[config.mk]
export PLATFORM = sky130hd
export DESIGN_NAME = ipv4_dotted_quad_parser_core
export DESIGN_NICKNAME = d
export VERILOG_FILES = /design/src/ipv4dq_pkg.sv /design/src/ipv4_dotted_quad_parser_core.sv
export SDC_FILE = /design/constraint.sdc
export NUM_CORES = 1
export LEC_CHECK = 0
export ABC_CLOCK_PERIOD_IN_PS = 3500
export BUFFER_PORTS_ARGS = -buffer_cell sky130_fd_sc_hd__buf_2
export CAP_MARGIN = 20
export CORE_MARGIN = 2
export CORE_UTILIZATION = 44
export CTS_BUF_LIST = sky130_fd_sc_hd__clkbuf_2 sky130_fd_sc_hd__clkbuf_4 sky130_fd_sc_hd__clkbuf_8
export DETAILED_ROUTE_END_ITERATION = 10
export PLACE_DENSITY_LB_ADDON = 0.3
export SYNTH_ARGS = -nofsm -noshare
export SYNTH_HDL_FRONTEND = slang
export SYNTH_SLANG_ARGS = --single-unit
export TNS_END_PERCENT = 30
[constraint.sdc]
create_clock -name clk -period 3.5 [get_ports clk]
set_clock_uncertainty 0.2 [all_clocks]
set_input_delay 0.7 -clock clk [delete_from_list [all_inputs] [get_ports clk]]
set_output_delay 0.7 -clock clk [all_outputs]
set_load 0.03 [all_outputs]
[src/ipv4dq_pkg.sv]
// Shared types and constants for the IPv4 dotted-decimal address parser.
// No dependencies; used by ipv4_dotted_quad_parser_core.
package ipv4dq_pkg;

    // Item kinds carried on the input tuser bit
    localparam logic FUNC_CHAR = 1'b0;
    localparam logic FUNC_END  = 1'b1;

    // Character codes and limits
    localparam logic [7:0] DOT_CHAR    = 8'h2E;
    localparam logic [7:0] ZERO_CHAR   = 8'h30;
    localparam logic [7:0] NINE_CHAR   = 8'h39;
    localparam logic [8:0] OCTET_MAX   = 9'd255;
    localparam logic [8:0] OCTET_SAT   = 9'd256;
    localparam logic [2:0] DOTS_NEEDED = 3'd3;
    localparam logic [2:0] DOTS_SAT    = 3'd7;
    localparam logic [1:0] DIGITS_SAT  = 2'd3;

    // Payload widths
    localparam int CH_W     = 8;
    localparam int ADDR_W   = 32;
    localparam int STATUS_W = 3;
    localparam int OUT_W    = 40;

    // Result status codes
    typedef enum logic [2:0] {
        ST_OK           = 3'd0,
        ST_EMPTY        = 3'd1,
        ST_BAD_CHAR     = 3'd2,
        ST_DOT_COUNT    = 3'd3,
        ST_EMPTY_OCTET  = 3'd4,
        ST_LEADING_ZERO = 3'd5,
        ST_RANGE        = 3'd6
    } status_t;

    // First fault seen among the closed octets
    typedef enum logic [1:0] {
        OF_NONE         = 2'd0,
        OF_EMPTY        = 2'd1,
        OF_LEADING_ZERO = 2'd2,
        OF_RANGE        = 2'd3
    } octet_fault_t;

endpackage

[src/ipv4_dotted_quad_parser_core.sv]
// Top level of the IPv4 dotted-decimal address parser: input beat register,
// per-character parse state and result register. Depends on ipv4dq_pkg.
//
//  channel   | dir | tdata                               | tuser
//  s_axis    | in  | [7:0] ch                            | [0] func (1 = end)
//  m_axis    | out | [31:0] address, [34:32] status, pad | none
//
// One character beat per cycle while no end beat waits; each beat is held in the input register
// first, and an end beat's result then goes to the output register.
// The only stall is an end beat that finds an untaken result in the output
// register; character beats keep flowing past a stalled result.
// Reset (asynchronous, rst_n low) clears the handshake and parse state.
module ipv4_dotted_quad_parser_core (
    input  logic                            clk,
    input  logic                            rst_n,
    input  logic                            s_axis_tvalid,
    output logic                            s_axis_tready,
    input  logic [ipv4dq_pkg::CH_W-1:0]     s_axis_tdata,   // [7:0] ch
    input  logic                            s_axis_tuser,   // [0] func
    output logic                            m_axis_tvalid,
    input  logic                            m_axis_tready,
    output logic [ipv4dq_pkg::OUT_W-1:0]    m_axis_tdata    // [31:0] address, [34:32] status
);

    // Input beat register
    logic                           in_valid_reg;
    logic                           in_func_reg;
    logic [ipv4dq_pkg::CH_W-1:0]    in_ch_reg;

    // Parse state
    logic [8:0]                     octet_value_reg, octet_value_next;
    logic [1:0]                     digit_count_reg, digit_count_next;
    logic                           first_zero_reg, first_zero_next;
    logic [2:0]                     dot_count_reg, dot_count_next;
    logic [31:0]                    addr_shift_reg, addr_shift_next;
    logic                           seen_char_reg, seen_char_next;
    logic                           bad_char_reg, bad_char_next;
    ipv4dq_pkg::octet_fault_t       octet_fault_reg, octet_fault_next;

    // Result register
    logic                               out_valid_reg;
    logic [ipv4dq_pkg::ADDR_W-1:0]      out_addr_reg;
    ipv4dq_pkg::status_t                out_status_reg;

    logic                           proc_fire;
    logic                           s_accept;
    logic                           is_digit;
    logic [3:0]                     digit;
    logic [11:0]                    acc_value;
    ipv4dq_pkg::octet_fault_t       close_fault;
    ipv4dq_pkg::octet_fault_t       fault_merged;
    logic [31:0]                    addr_closed;
    ipv4dq_pkg::status_t            end_status;

    // Character beats never need the result slot; end beats wait for it
    assign proc_fire = in_valid_reg &&
                       (in_func_reg == ipv4dq_pkg::FUNC_CHAR || !out_valid_reg || m_axis_tready);
    assign s_axis_tready = !in_valid_reg || proc_fire;
    assign s_accept      = s_axis_tvalid && s_axis_tready;

    // Digit decode and accumulate
    assign is_digit  = (in_ch_reg >= ipv4dq_pkg::ZERO_CHAR) && (in_ch_reg <= ipv4dq_pkg::NINE_CHAR);
    assign digit     = 4'(in_ch_reg - ipv4dq_pkg::ZERO_CHAR);
    assign acc_value = ({3'd0, octet_value_reg} << 3) + ({3'd0, octet_value_reg} << 1)
                       + {8'd0, digit};

    // Fault of the octet being closed: empty, then leading zero, then range
    always_comb
    begin
        if (digit_count_reg == 2'd0)
            close_fault = ipv4dq_pkg::OF_EMPTY;
        else if (digit_count_reg > 2'd1 && first_zero_reg)
            close_fault = ipv4dq_pkg::OF_LEADING_ZERO;
        else if (octet_value_reg > ipv4dq_pkg::OCTET_MAX)
            close_fault = ipv4dq_pkg::OF_RANGE;
        else
            close_fault = ipv4dq_pkg::OF_NONE;
    end

    assign fault_merged = (octet_fault_reg == ipv4dq_pkg::OF_NONE) ? close_fault : octet_fault_reg;
    assign addr_closed  = {addr_shift_reg[23:0], octet_value_reg[7:0]};

    // Status of an end beat, in priority order
    always_comb
    begin
        priority if (!seen_char_reg)
            end_status = ipv4dq_pkg::ST_EMPTY;
        else if (bad_char_reg)
            end_status = ipv4dq_pkg::ST_BAD_CHAR;
        else if (dot_count_reg != ipv4dq_pkg::DOTS_NEEDED)
            end_status = ipv4dq_pkg::ST_DOT_COUNT;
        else if (fault_merged != ipv4dq_pkg::OF_NONE)
            end_status = ipv4dq_pkg::status_t'(3'd3 + {1'b0, fault_merged});
        else
            end_status = ipv4dq_pkg::ST_OK;
    end

    // Parse state update
    always_comb
    begin
        octet_value_next = octet_value_reg;
        digit_count_next = digit_count_reg;
        first_zero_next  = first_zero_reg;
        dot_count_next   = dot_count_reg;
        addr_shift_next  = addr_shift_reg;
        seen_char_next   = seen_char_reg;
        bad_char_next    = bad_char_reg;
        octet_fault_next = octet_fault_reg;
        if (proc_fire)
        begin
            if (in_func_reg == ipv4dq_pkg::FUNC_END)
            begin
                // End of address: everything back to reset
                octet_value_next = '0;
                digit_count_next = '0;
                first_zero_next  = 1'b0;
                dot_count_next   = '0;
                addr_shift_next  = '0;
                seen_char_next   = 1'b0;
                bad_char_next    = 1'b0;
                octet_fault_next = ipv4dq_pkg::OF_NONE;
            end
            else
            begin
                seen_char_next = 1'b1;
                if (in_ch_reg == ipv4dq_pkg::DOT_CHAR)
                begin
                    if (dot_count_reg < ipv4dq_pkg::DOTS_SAT)
                        dot_count_next = dot_count_reg + 3'd1;
                    octet_fault_next = fault_merged;
                    addr_shift_next  = addr_closed;
                    octet_value_next = '0;
                    digit_count_next = '0;
                    first_zero_next  = 1'b0;
                end
                else if (is_digit)
                begin
                    if (digit_count_reg == 2'd0)
                        first_zero_next = (digit == 4'd0);
                    if (digit_count_reg < ipv4dq_pkg::DIGITS_SAT)
                        digit_count_next = digit_count_reg + 2'd1;
                    if (acc_value > {3'd0, ipv4dq_pkg::OCTET_MAX})
                        octet_value_next = ipv4dq_pkg::OCTET_SAT;
                    else
                        octet_value_next = acc_value[8:0];
                end
                else
                begin
                    bad_char_next = 1'b1;
                end
            end
        end
    end

    // Registers
    always_ff @(posedge clk or negedge rst_n)
    begin
        if (!rst_n)
        begin
            in_valid_reg    <= 1'b0;
            out_valid_reg   <= 1'b0;
            octet_value_reg <= '0;
            digit_count_reg <= '0;
            first_zero_reg  <= 1'b0;
            dot_count_reg   <= '0;
            addr_shift_reg  <= '0;
            seen_char_reg   <= 1'b0;
            bad_char_reg    <= 1'b0;
            octet_fault_reg <= ipv4dq_pkg::OF_NONE;
        end
        else
        begin
            octet_value_reg <= octet_value_next;
            digit_count_reg <= digit_count_next;
            first_zero_reg  <= first_zero_next;
            dot_count_reg   <= dot_count_next;
            addr_shift_reg  <= addr_shift_next;
            seen_char_reg   <= seen_char_next;
            bad_char_reg    <= bad_char_next;
            octet_fault_reg <= octet_fault_next;

            if (s_accept)
                in_valid_reg <= 1'b1;
            else if (proc_fire)
                in_valid_reg <= 1'b0;

            if (proc_fire && in_func_reg == ipv4dq_pkg::FUNC_END)
                out_valid_reg <= 1'b1;
            else if (m_axis_tready)
                out_valid_reg <= 1'b0;
        end
    end

    // Payload registers, no reset
    always_ff @(posedge clk)
    begin
        if (s_accept)
        begin
            in_func_reg <= s_axis_tuser;
            in_ch_reg   <= s_axis_tdata;
        end
        if (proc_fire && in_func_reg == ipv4dq_pkg::FUNC_END)
        begin
            out_status_reg <= end_status;
            out_addr_reg   <= (end_status == ipv4dq_pkg::ST_OK) ? addr_closed : '0;
        end
    end

    assign m_axis_tvalid = out_valid_reg;
    assign m_axis_tdata  = {5'd0, out_status_reg, out_addr_reg};

    // Checks
    a_err_addr_zero: assert property (@(posedge clk) disable iff (!rst_n)
        out_valid_reg && out_status_reg != ipv4dq_pkg::ST_OK |-> out_addr_reg == '0)
        else $error("address not zero on an error result");

    a_end_clears: assert property (@(posedge clk) disable iff (!rst_n)
        proc_fire && in_func_reg == ipv4dq_pkg::FUNC_END
        |=> !seen_char_reg && dot_count_reg == '0 && digit_count_reg == '0)
        else $error("parse state not cleared after end beat");

    a_digits_seen: assert property (@(posedge clk) disable iff (!rst_n)
        digit_count_reg != '0 |-> seen_char_reg)
        else $error("digits counted with no character seen");

    a_octet_bound: assert property (@(posedge clk) disable iff (!rst_n)
        octet_value_reg <= ipv4dq_pkg::OCTET_SAT)
        else $error("octet value above saturation");

    a_end_waits: assert property (@(posedge clk) disable iff (!rst_n)
        out_valid_reg && !m_axis_tready |=> out_valid_reg && $stable(out_status_reg))
        else $error("stalled result lost or overwritten");

endmodule

## Word-level counts from Yosys, hierarchy flattened

Index checks and enable logic that the tools add are counted.
Widths: inputs -> output; s select.

- Bits in registers: 89
- Output and inout bits: 42

- Add/sub/neg operators: 6
- Magnitude comparators: 7
- Equal/unequal tests: 4
- Muxes and demuxes: 35
- Bitwise operators: 1
- Reductions and logical operators: 28

Operators by type and width:

| operator | count |
|---|---|
| $mux 24 | 2 |
| $mux 9 | 4 |
| $mux 3 | 7 |
| $mux 2 | 10 |
| $add 12x10->12 | 1 |
| $add 12x4->12 | 1 |
| $gt 12x8->1 const B | 1 |
| $mux 1 | 12 |
| $reduce_and 3->1 | 4 |
| $reduce_bool 2->1 | 5 |
| $gt 9x8->1 const B | 1 |
| $reduce_bool 3->1 | 3 |
| $eq 8x6->1 const B | 1 |
| $ge 8x6->1 const B | 1 |
| $le 8x6->1 const B | 1 |
| $logic_and 1x1->1 | 5 |
| $logic_not 2->1 | 2 |
| $logic_not 4->1 | 1 |
| $ne 2x2->1 const B | 2 |
| $reduce_and 2->1 | 2 |
| $sub 4x1->4 const B | 1 |
| $add 2x2->3 const A | 1 |
| $add 3x1->3 const B | 1 |
| $logic_not 3->1 | 1 |
| other kinds (8) | 11 |

## Depth between registers and ports, before layout

Gate-level depths: netlist of run 1.

- Depth in word-level cells: 11
- Depth in mapped cells: 10
- Depth with buffers taken out: 10

## Worst setup path after synthesis of run 1

No wires, ideal clock.

- Path kind: register to register
- Start: register octet_value_reg[0]
- End: register octet_value_reg[8]
- Arrival: 2633 ps
- Data required time: 3174 ps
- Slack: 542 ps
- Cell stages (with the launch flop): 11
- Path through: dfrtp_1 > inv_1 > fa_1 > inv_1 > fa_1 > a211oi_2 > nor3b_2 > mux2i_1 > nor3_4 > nand3b_4 > a221o_1

- Longest elaborated chain between the ends: 7

Ends and longest elaborated chain:

| what | RTL line | text |
|---|---|---|
| start, declared | ipv4_dotted_quad_parser_core.sv:31 | `logic [8:0] octet_value_reg, octet_value_next;` |
| start signal, assigned | ipv4_dotted_quad_parser_core.sv:173 | `octet_value_reg <= octet_value_next;` |
| $add 12x10->12 * | ipv4_dotted_quad_parser_core.sv:64 | `assign acc_value = ({3'd0, octet_value_reg} << 3) + ({3'd0, octet_value_reg} << 1)` |
| $add 12x4->12 * | ipv4_dotted_quad_parser_core.sv:65 | `+ {8'd0, digit};` |
| $gt 12x8->1 | ipv4_dotted_quad_parser_core.sv:142 | `if (acc_value > {3'd0, ipv4dq_pkg::OCTET_MAX})` |
| $mux 9 * | ipv4_dotted_quad_parser_core.sv:142 |  |
| $mux 9 * | ipv4_dotted_quad_parser_core.sv:136 | `else if (is_digit)` |
| $mux 9 * | ipv4_dotted_quad_parser_core.sv:126 | `if (in_ch_reg == ipv4dq_pkg::DOT_CHAR)` |
| $mux 9 * | ipv4_dotted_quad_parser_core.sv:111 | `if (in_func_reg == ipv4dq_pkg::FUNC_END)` |

Mark *: on every way between the ends. The rest lies on a longest branch, timed or not. The select of a mux whose other input is x is not followed.
A chain may end at the register's enable or synchronous reset.

## Worst setup path in the final report of run 1

Ends and elaborated chain as after synthesis.

==> results summary, run 1 <==
The width of the chip is 102.9 um. Yosys mapped a number of flops with a built-in enable equal to 44. The number of antenna violations at the first check in global routing came out at 0. The hold violation total from the final report is 0. With fillers left out, the area of the finished cells amounts to 4893 um2. The number of iterations in the first detailed-routing pass is 4. The total congestion overflow is 0.

The share of the clock period used by the worst path after layout came out at 89.89%. The wire length of the first global-routing pass came out at 12,740 um. Post-CTS repair changed the size of 0 cells. The register with the most flip-flops in the layout has 32 of them. The count of unresolved DRC violations after routing came out at 0. The share of synthesized area in the top cell type comes to 30.71%.

The half-perimeter wire length after placement came out at 5339 um. The count of state elements after synthesis came out at 89. The count of different cell masters after synthesis is 52. The number of standard cells in the layout, taps in and fillers out is 574. The clock period minus final worst setup slack came out at 3.146 ns. The gate count after technology mapping came out at 385. The startpoint identified for the worst register-to-register timing path is octet_value_reg[0].

The via count of the first global-routing pass is 2,648. For this block, the initial DRC count from the detailed router was 197. By instance count, the leading cell after synthesis is nand2_1. In this run the cell area measured after placement is 4678 um2. CTS built an H-tree with a depth of 3.

Once the floorplan was initialized, standard cells occupied 44.64% of the core. TritonCTS built the clock tree. The worst reg-to-reg path cell count is 10.

Summing all multi-input logic gate instances after layout gives 1733 um2. The global routing usage summed across all routing layers is 15.63%. The maximum operating frequency came out at 317.8 MHz.

For this design, the CTS-stage hold fixing added 0 buffers. Counting instances in the post-synthesis netlist gives the leading cell types as nand2_1, dfrtp_1, edfxtp_1. For this run, the share of the core covered by cells in the final layout is 50.77%. STA classifies the critical path startpoint as a flip-flop. The number of buffers created by CTS is 9. Setup repair after global routing left no endpoint under its margin.

The detail route stage leaves a number of antenna-violating nets equal to 0. The pin count of the biggest net entering global routing is 46. The critical path is of the reg -> reg type. The async set-reset flop share out of synthesis came out at 50.56%. The final total negative setup slack came out at 0 ns. The number of max-slew violations in the final report was 0. The tool flagged a number of max-cap violations equal to 0. The floorplan step defined a die boundary enclosing 10,590 um2.

The post-CTS setup buffer count is 0. The min-delay analysis places its worst path in the category in -> async. In this run the cell area of the synthesized design comes to 4303 um2.

The largest driver fanout on the critical path came out at 8. Among all flip-flop cells after synthesis, the most frequent one is dfrtp_1. Sorting the synthesized cells by area gives the leading types as edfxtp_1, dfrtp_1, nand2_1, ha_1, and2_1. The measured slew at the worst slew-check pin is 0.6024 ns.

Counting along the longest clock path gives a buffer depth of 2. The worst setup path is captured at a flip-flop. For the worst-skew pair, the clock arrives at the later sink with an insertion delay of 0.35 ns. Setup violations remaining at the end of the flow were counted as 0. The leakage power of the design is 0.002256 uW.

The via count is 2,812. In this run the power density over the cells is 426.1 nW/um2. Clock-pin slew was measured on the worst setup and hold paths at 0.08 ns.

The data arrival at the endpoint of the critical path is 3.18 ns. The post-synthesis area per instance came out at 11.18 um2. The synthesis warning total came out at 0. Buffers placed on the I/O ports in this run total 49. The proportion of synthesized chip area in sequential cells is 56.88%. The register cell area after layout came out at 2447 um2. The ratio of routed vias to standard cells came out at 4.899. The flow ran to the end, and the final reports show no timing, DRC or antenna violations.

The final net count is 473. Cells with a size suffix above 1 make up 17.69% of the layout. The aggregate routed wire length is 7574 um.

The biggest area contributor in the post-synthesis netlist is edfxtp_1. The instance count after placement with tap cells included is 557. The endpoint identified for the worst register-to-register timing path is octet_value_reg[8]. The total I/O pin count is 55. The worst path required time is 3.54 ns.

Counting the fill cells in the layout gives 907. The congestion estimate from routability-driven global placement came to 0.7975. The number of sinks on the clock net came out at 89. The setup check on the worst reg-to-reg path leaves a slack of 0.35 ns.

The clock tree root driver cell is clkbuf_8. The number of antenna diodes is 0. The die boundary height is 102.9 um.

The initialized floorplan defines 36 standard-cell rows. The worst slew slack as a fraction of its limit is 59.84%. The floorplan core area came out at 9639 um2.

After detailed routing, the average wire length per cell comes to 13.20 um. The post-synthesis to final-layout area growth is 13.72%. The maximum VDD drop is 182.5 uV.
## power breakdown
group	internal, uW	switching, uW	leakage (uW)
Clock	360	332	0.000102
Sequential	1150	31.4	0.00104
Combinational	68.8	143	0.00111
Total	1580	507	0.00226
## cells by family (layout without fill, tap and decap cells)
kind of cell / after synthesis / in the layout / share of synthesized area, %
simple gates: 186 / 186 / 23.20
flops: 89 / 89 / 56.88
fa+ha+maj: 24 / 24 / 7.328
xor+xnor: 3 / 3 / 0.6108
other cells: 1 / 5 / 0.08715
mux: 3 / 3 / 0.6979
compound gates: 48 / 48 / 7.997
buf+inv: 31 / 83 / 3.199
## area by class of cell
| cell class | count | area share, % |
|---|---|---|
| clock inverter | 4 | 0.8693 |
| clock buffer | 12 | 3.119 |
| tap | 133 | 3.401 |
| timing repair buffer | 56 | 6.341 |
| sequential | 89 | 50.01 |
| inverter | 11 | 0.8438 |
| multi-input combinational | 269 | 35.41 |
## how the worst max path moves through the flow
stage               depth (start not counted)                from                 end  slack (ns)
floorplan                                  10  octet_value_reg[0]  octet_value_reg[8]        0.54
global placement                           10  octet_value_reg[0]  octet_value_reg[8]        0.43
detailed placement                         10  octet_value_reg[0]  octet_value_reg[8]        0.33
CTS                                        10  octet_value_reg[0]  octet_value_reg[8]        0.32
global route                               10  octet_value_reg[0]  octet_value_reg[3]        0.13
finish                                     10  octet_value_reg[0]  octet_value_reg[8]        0.35
## metrics by stage
step	hold WS [ns]	power, uW	setup slack (ns)
2_1_floorplan	0.2044	1352	0.5416
3_3_place_gp	0.2411	1408	0.4265
3_5_place_dp	0.2475	1415	0.3336
4_1_cts	0.2657	2108	0.3202
5_1_grt	0.01461	2185	0.1264
6_report	0.02497	2085	0.3537
## per-layer routing
layer  vias up  GRT usage, %  routed length (um)
met5         -             0                   0
met4         0         5.972                 104
met3        11         3.729                 264
met2        44         24.83                3639
met1      1319         20.94                3566
li1       1438             -                   -
## cells in the final DEF, fill, tap and decap left out, types with 8 or more instances in the layout
cell and count:
and2_1 32, dfrtp_1 45, clkbuf_8 10, nand2b_1 9, edfxtp_1 44, o31ai_1 10, nand3_1 8, nand2_1 76
nor2_1 14, inv_1 11, nand3b_1 26, a21oi_1 9, buf_2 49, ha_1 22
## worst max-delay path, stage by stage (launching register included)
cell and delay [ns]:
dfrtp_1 0.38, inv_1 0.10, fa_1 0.54, inv_1 0.07
fa_1 0.47, a211oi_2 0.30, nor3b_2 0.11, mux2i_1 0.16
nor3_4 0.25, nand3b_4 0.14, a221o_1 0.30
Power figures use the tool's default switching activity.
==> run 2, diff against run 1 <==
==> constraint.sdc (replaced) <==
create_clock -name clk -period 3.5 [get_ports clk]
set_clock_uncertainty 0.2 [all_clocks]
set_input_delay 0.35 -clock clk [delete_from_list [all_inputs] [get_ports clk]]
set_output_delay 0.35 -clock clk [all_outputs]
set_load 0.03 [all_outputs]
==> results summary, run 2 (same netlist as run 1, synthesis figures left out) <==
The maximum operating frequency is 317.9 MHz (about the same). The worst setup path is captured at a flip-flop. The share of layout cells above drive strength 1 is 17.26% (-0.43 points).

The number of buffers created by CTS is 9 (unchanged). The hold violation total from the final report came to 0 (unchanged). The flow ran to the end, and the final reports show no timing, DRC or antenna violations. The critical path ends at octet_value_reg[8]. The number of H-tree branching levels is 3 (unchanged). The via count of the first global-routing pass was 2,703 (+2.1%). The number of max-slew violations in the final report came to 0 (unchanged). The final net count came out at 484 (+2.3%). The post-CTS setup buffer count came out at 0 (unchanged). The half-perimeter wire length after placement came out at 5339 um (unchanged). The total I/O pin count came out at 55 (unchanged). The count of cells resized by post-cts repair is 0 (unchanged).

The worst path required time came out at 3.54 ns (about the same). The count of input and output buffers is 49 (unchanged). The post-synthesis to final-layout area growth is 16.28%. The worst reg-to-reg path cell count came to 10 (unchanged). The die boundary height was 102.9 um (unchanged). The total power density per cell area is 418.9 nW/um2 (-1.7%). The via count is 2,840 (+1.0%).

The switching component of the power came to 509.9 uW (+0.56%). The switching share of power was 24.33% (about the same). The final total negative setup slack came to 0 ns (unchanged). The effective utilization at floorplan is 44.64% (unchanged). The clock period minus final worst setup slack came out at 3.145 ns (-0.0009000 ns). The internal portion of total power was 1586 uW (+0.51%). The root buffer cell chosen for the clock tree is clkbuf_8. The worst slew slack as a fraction of its limit is 59.65% (-0.19 points).

The wire length of the first global-routing pass is 12,890 um (+1.2%). The die area came out at 10,590 um2 (unchanged). The CTS clock-pin slew for the worst setup and hold paths came out at 0.08 ns (about the same). The internal reg-to-reg setup slack is 0.35 ns (about the same). The final worst slack came to 0.3546 ns (+0.0009000 ns). The type of element launching the critical path is a flip-flop.

The total congestion overflow was 0 (unchanged). The layout filler cell count came out at 894 (-1.4%). The leakage power of the design came out at 0.002302 uW (+2.0%). The number of antenna diodes came out at 0 (unchanged). The maximum VDD drop came out at 183.1 uV (+0.34%). The width of the chip was 102.9 um (unchanged). Leaving out fill and tap cells, the most frequent cell in the layout is nand2_1. Setup repair after global routing left no endpoint under its margin. The number of routed nets with antenna violations is 0 (unchanged). The max-cap check violation count came out at 0 (unchanged).

In the layout the commonest cells are nand2_1, buf_2, dfrtp_1. The floorplan core area came out at 9639 um2 (unchanged). The worst setup path is of the reg -> reg kind. The number of antenna violations at the first check in global routing came out at 0 (unchanged). The data arrival at the endpoint of the critical path came out at 3.18 ns (about the same). The largest driver fanout on the critical path came out at 8 (unchanged). The maximum buffer depth of the clock tree was 2 (unchanged). The clock tree from TritonCTS is yes. The power after layout came out at 2096 uW (+0.52%).

The number of sinks on the clock net is 89 (unchanged). The power share of the sequential group is 56.3% (-0.3 points). The startpoint of the most critical setup path is octet_value_reg[0]. The fraction of power consumed by the clock network came out at 33.1% (about the same). The routed wire length per instance is 13.14 um (-0.44%). The measured slew at the worst slew-check pin came to 0.6052 ns (+0.002810 ns). The number of endpoints failing setup at the final stage came out at 0 (unchanged).

The aggregate routed wire length is 7685 um (+1.5%). The global routing usage summed across all routing layers is 15.82% (+0.19 points). The latest clock arrival within the worst-skew pair is 0.35 ns (about the same). The startpoint identified for the worst register-to-register timing path is octet_value_reg[0].

The area of all placed cells without fillers came out at 5004 um2 (+2.3%). The part of the total power dissipated in combinational logic is 10.6% (+0.4 points). The last weighted congestion value of the routability-driven placer is 0.7975 (unchanged).

The starting DRC count in detailed routing came out at 198 (+0.51%). The ratio of routed vias to standard cells came out at 4.855 (-0.90%). The share of the clock period used by the worst path after layout was 89.87% (about the same). The endpoint identified for the worst register-to-register timing path is octet_value_reg[8]. The pin count of the biggest net entering global routing is 46 (unchanged). The instance area after placement came to 4678 um2 (unchanged).

The worst hold path class is in -> reg. The number of iterations in the first detailed-routing pass was 4 (unchanged). The count of hold buffers inserted by post-cts repair came out at 11 (+11).

The number of standard-cell rows in the floorplan is 36 (unchanged). The count of unresolved DRC violations after routing is 0 (unchanged). The number of flip-flops in the largest register is 32 (unchanged). The post-placement setup slack was 0.3336 ns (unchanged). The number of cells on the worst hold path is 3.
-- run 2: power groups by stage --
stage	combinational [uW]	clock [uW]	sequential, uW
2_1_floorplan	115	0	1240
4_1_cts	222	715	1180
6_report	222	694	1180
3_3_place_gp	208	0	1200
5_1_grt	249	759	1190
3_5_place_dp	212	0	1200
-- run 2: worst min path at each step --
stage,to,slack (ns),startpoint
2_1_floorplan,addr_shift_reg[0],-0.15,rst_n
3_3_place_gp,addr_shift_reg[20],0.24,addr_shift_reg[20]
3_5_place_dp,addr_shift_reg[17],0.25,addr_shift_reg[17]
4_1_cts,m_axis_tvalid,0.11,m_axis_tready
5_1_grt,m_axis_tvalid,0.13,m_axis_tready
6_report,m_axis_tvalid,0.12,m_axis_tready
-- run 2: cell type report --
class	instances	area (um2)	share of cell area, %
Inverter	11	41.29	0.8252
Sequential cell	89	2447	48.91
Timing Repair Buffer	67	420.4	8.402
Clock inverter	4	42.54	0.8502
Multi-Input combinational cell	269	1733	34.63
Tap cell	133	166.4	3.326
Clock buffer	12	152.6	3.051
-- run 2: critical path: stages (launching register included) --
cell,delay (ns)
dfrtp_1,0.38
inv_1,0.10
fa_1,0.54
inv_1,0.07
fa_1,0.47
a211oi_2,0.30
nor3b_2,0.11
mux2i_1,0.16
nor3_4,0.25
nand3b_4,0.14
a221o_1,0.30
-- run 2: routing by layer --
metal  vias to the layer above  wire length, um  GRT usage (%)  part of all wire, %
li1                       1460                -              -                    -
met2                        42             3725          25.42                   48
met3                        11              245          3.729                  3.2
met4                         0              104          5.972                  1.4
met5                         -                0              0                    0
met1                      1327             3610          20.98                   47
-- run 2: through the flow --
step | std cells | util, % | hold WS [ns]
after floorplan | 389 | - | -0.1456
after global placement | 557 | 48.53 | 0.2411
after detailed placement | 557 | 48.53 | 0.2475
after CTS | 584 | 51.70 | 0.1055
after global routing | 585 | 51.91 | 0.1321
final | 585 | 51.91 | 0.1219
==> run 3, diff against run 2 <==
- ABC_CLOCK_PERIOD_IN_PS: 3500 -> 3400
- clock period: 3.5 -> 3.4 ns (I/O delays scaled with it)
==> results summary, run 3 (same netlist as run 1, synthesis figures left out) <==
The post-CTS setup buffer count came out at 0 (unchanged). The power after layout was 2171 uW (+3.6%). The pin count of the biggest net entering global routing came out at 46 (unchanged). The data arrival at the endpoint of the critical path was 3.22 ns (+0.04 ns).

The worst hold margin was 0.1076 ns (-0.01428 ns). The total congestion overflow came out at 0 (unchanged). The global routing usage summed across all routing layers came out at 15.68% (-0.14 points).

The final total negative setup slack is 0 ns (unchanged). The type of the worst setup path is reg -> reg. The number of H-tree branching levels was 3 (unchanged). The final worst slack came out at 0.2091 ns (-0.1455 ns).

The layout filler cell count is 884 (-1.1%). The measured slew at the worst slew-check pin is 0.6149 ns (+0.009653 ns). The die area is 10,590 um2 (unchanged). The number of antenna diodes came to 0 (unchanged). The worst setup path is captured at a flip-flop. The worst slew slack as a fraction of its limit came out at 59.01% (-0.64 points). The ratio of routed vias to standard cells came out at 4.937 (+1.7%). The top cell types in the final layout, fill and taps aside, are nand2_1, buf_2, dfrtp_1.

The total power density per cell area came to 432.2 nW/um2 (+3.2%). The instance area after placement is 4693 um2 (+0.32%). TritonCTS built the clock tree. The number of routed nets with antenna violations came to 0 (unchanged). The final net count was 486 (+0.41%). The leakage power of the design was 0.002307 uW (+0.23%). The area of all placed cells without fillers is 5022 um2 (+0.38%). The register cell area after layout came out at 2447 um2 (unchanged). The wire length of the first global-routing pass is 12,650 um (-1.9%).

The count of cells resized by post-cts repair is 0 (unchanged). The maximum buffer depth of the clock tree is 2 (unchanged). The via count of the first global-routing pass came out at 2,645 (-2.1%). The number of antenna violations at the first check in global routing is 0 (unchanged). The CTS clock-pin slew for the worst setup and hold paths is 0.09 ns (about the same).

The total area of multi-input combinational cells is 1733 um2 (unchanged). The post-synthesis to final-layout area growth came out at 16.72%. The via count came out at 2,898 (+2.0%). The maximum VDD drop is 219.6 uV (+20%). The die boundary height is 102.9 um (unchanged). The routed wire length per instance is 13.25 um (+0.84%). Setup repair after global routing left no endpoint under its margin. The number of standard-cell rows in the floorplan was 36 (unchanged). The largest driver fanout on the critical path came out at 8 (unchanged).

The total I/O pin count is 55 (unchanged). The aggregate routed wire length came out at 7776 um (+1.2%). The count of input and output buffers is 49 (unchanged). The number of max-slew violations in the final report is 0 (unchanged). The worst hold path class is in -> reg. Leaving out fill and tap cells, the most frequent cell in the layout is nand2_1.

The worst path required time is 3.43 ns (-0.11 ns). The latest clock arrival within the worst-skew pair is 0.35 ns (about the same). The starting DRC count in detailed routing is 120 (-39%). The floorplan core area came out at 9639 um2 (unchanged). The flow ran to the end, and the final reports show no timing, DRC or antenna violations. The root buffer cell chosen for the clock tree is clkbuf_8. The max-cap check violation count is 0 (unchanged). The effective utilization at floorplan came out at 44.64% (unchanged). The width of the chip is 102.9 um (unchanged). The number of flip-flops in the largest register came to 32 (unchanged).

The share of layout cells above drive strength 1 is 18.06% (+0.81 points). The maximum operating frequency came out at 313.4 MHz (-1.4%). The number of iterations in the first detailed-routing pass is 4 (unchanged). The worst setup path is launched from a flip-flop. The last weighted congestion value of the routability-driven placer came out at 0.7989 (+0.18%). The half-perimeter wire length after placement came out at 5374 um (+0.66%). The count of unresolved DRC violations after routing is 0 (unchanged). The hold violation total from the final report is 0 (unchanged). The clock period minus final worst setup slack was 3.191 ns (+0.04552 ns). The share of the clock period used by the worst path after layout is 93.85% (+4.0 points). The post-placement setup slack came out at 0.2078 ns (-0.1259 ns). The number of endpoints failing setup at the final stage came out at 0 (unchanged).

The number of buffers created by CTS is 9 (unchanged). The number of sinks on the clock net is 89 (unchanged).
[run 3: worst paths after layout]
check                           depth (start not counted)            endpoint                from  slack (ns)
worst max-delay path                                   10  octet_value_reg[8]  octet_value_reg[0]        0.21
worst min register to register                          2  addr_shift_reg[17]  addr_shift_reg[17]        0.26
worst max register to register                         10  octet_value_reg[8]  octet_value_reg[0]        0.21
max in group asynchronous                               3  octet_value_reg[2]               rst_n        2.22
min in group asynchronous                               2  addr_shift_reg[21]               rst_n        0.27
worst min-delay path                                    3       m_axis_tvalid       m_axis_tready        0.11
[run 3: area by class of cell]
class | count | share of cell area [%]
flip-flops and latches | 89 | 48.73
multi-input cells | 269 | 34.50
repair buffers | 69 | 8.670
well taps | 133 | 3.313
clock buffers | 10 | 2.616
clock inverters | 6 | 1.345
inverters | 11 | 0.8221
[run 3: timing repair]
| item | 4_1_cts | 5_1_grt |
|---|---|---|
| hold buffers | 11 | 0 |
| hold endpoints to repair | 55 | 0 |
| endpoints found under the setup margin | 0 | 0 |
[run 3: report_power, final]
group,switching [uW],internal (uW)
Combinational,149,79.6
Clock,375,352
Sequential,32.4,1180
Total,556,1610
[run 3: worst max-delay path, cell delays in order (launching register included)]
cell and delay, ns:
dfrtp_1 0.39, inv_1 0.10, fa_1 0.55, inv_1 0.07
fa_1 0.47, a211oi_2 0.29, nor3b_2 0.10, mux2i_1 0.16
nor3_4 0.26, nand3b_4 0.15, a221o_1 0.32
[run 3: stage by stage]
step           util (%)  std cells
2_1_floorplan         -        389
3_3_place_gp      48.69        559
3_5_place_dp      48.69        559
4_1_cts           51.90        586
5_1_grt           52.10        587
6_report          52.10        587
[run 3: per-layer routing]
layer  wire length (um)  vias to the layer above  track usage, %
li1                   -                     1457               -
met1               3538                     1370           20.78
met2               3841                       62           25.57
met3                272                        9           3.119
met4                124                        0           6.073
met5                  0                        -               0
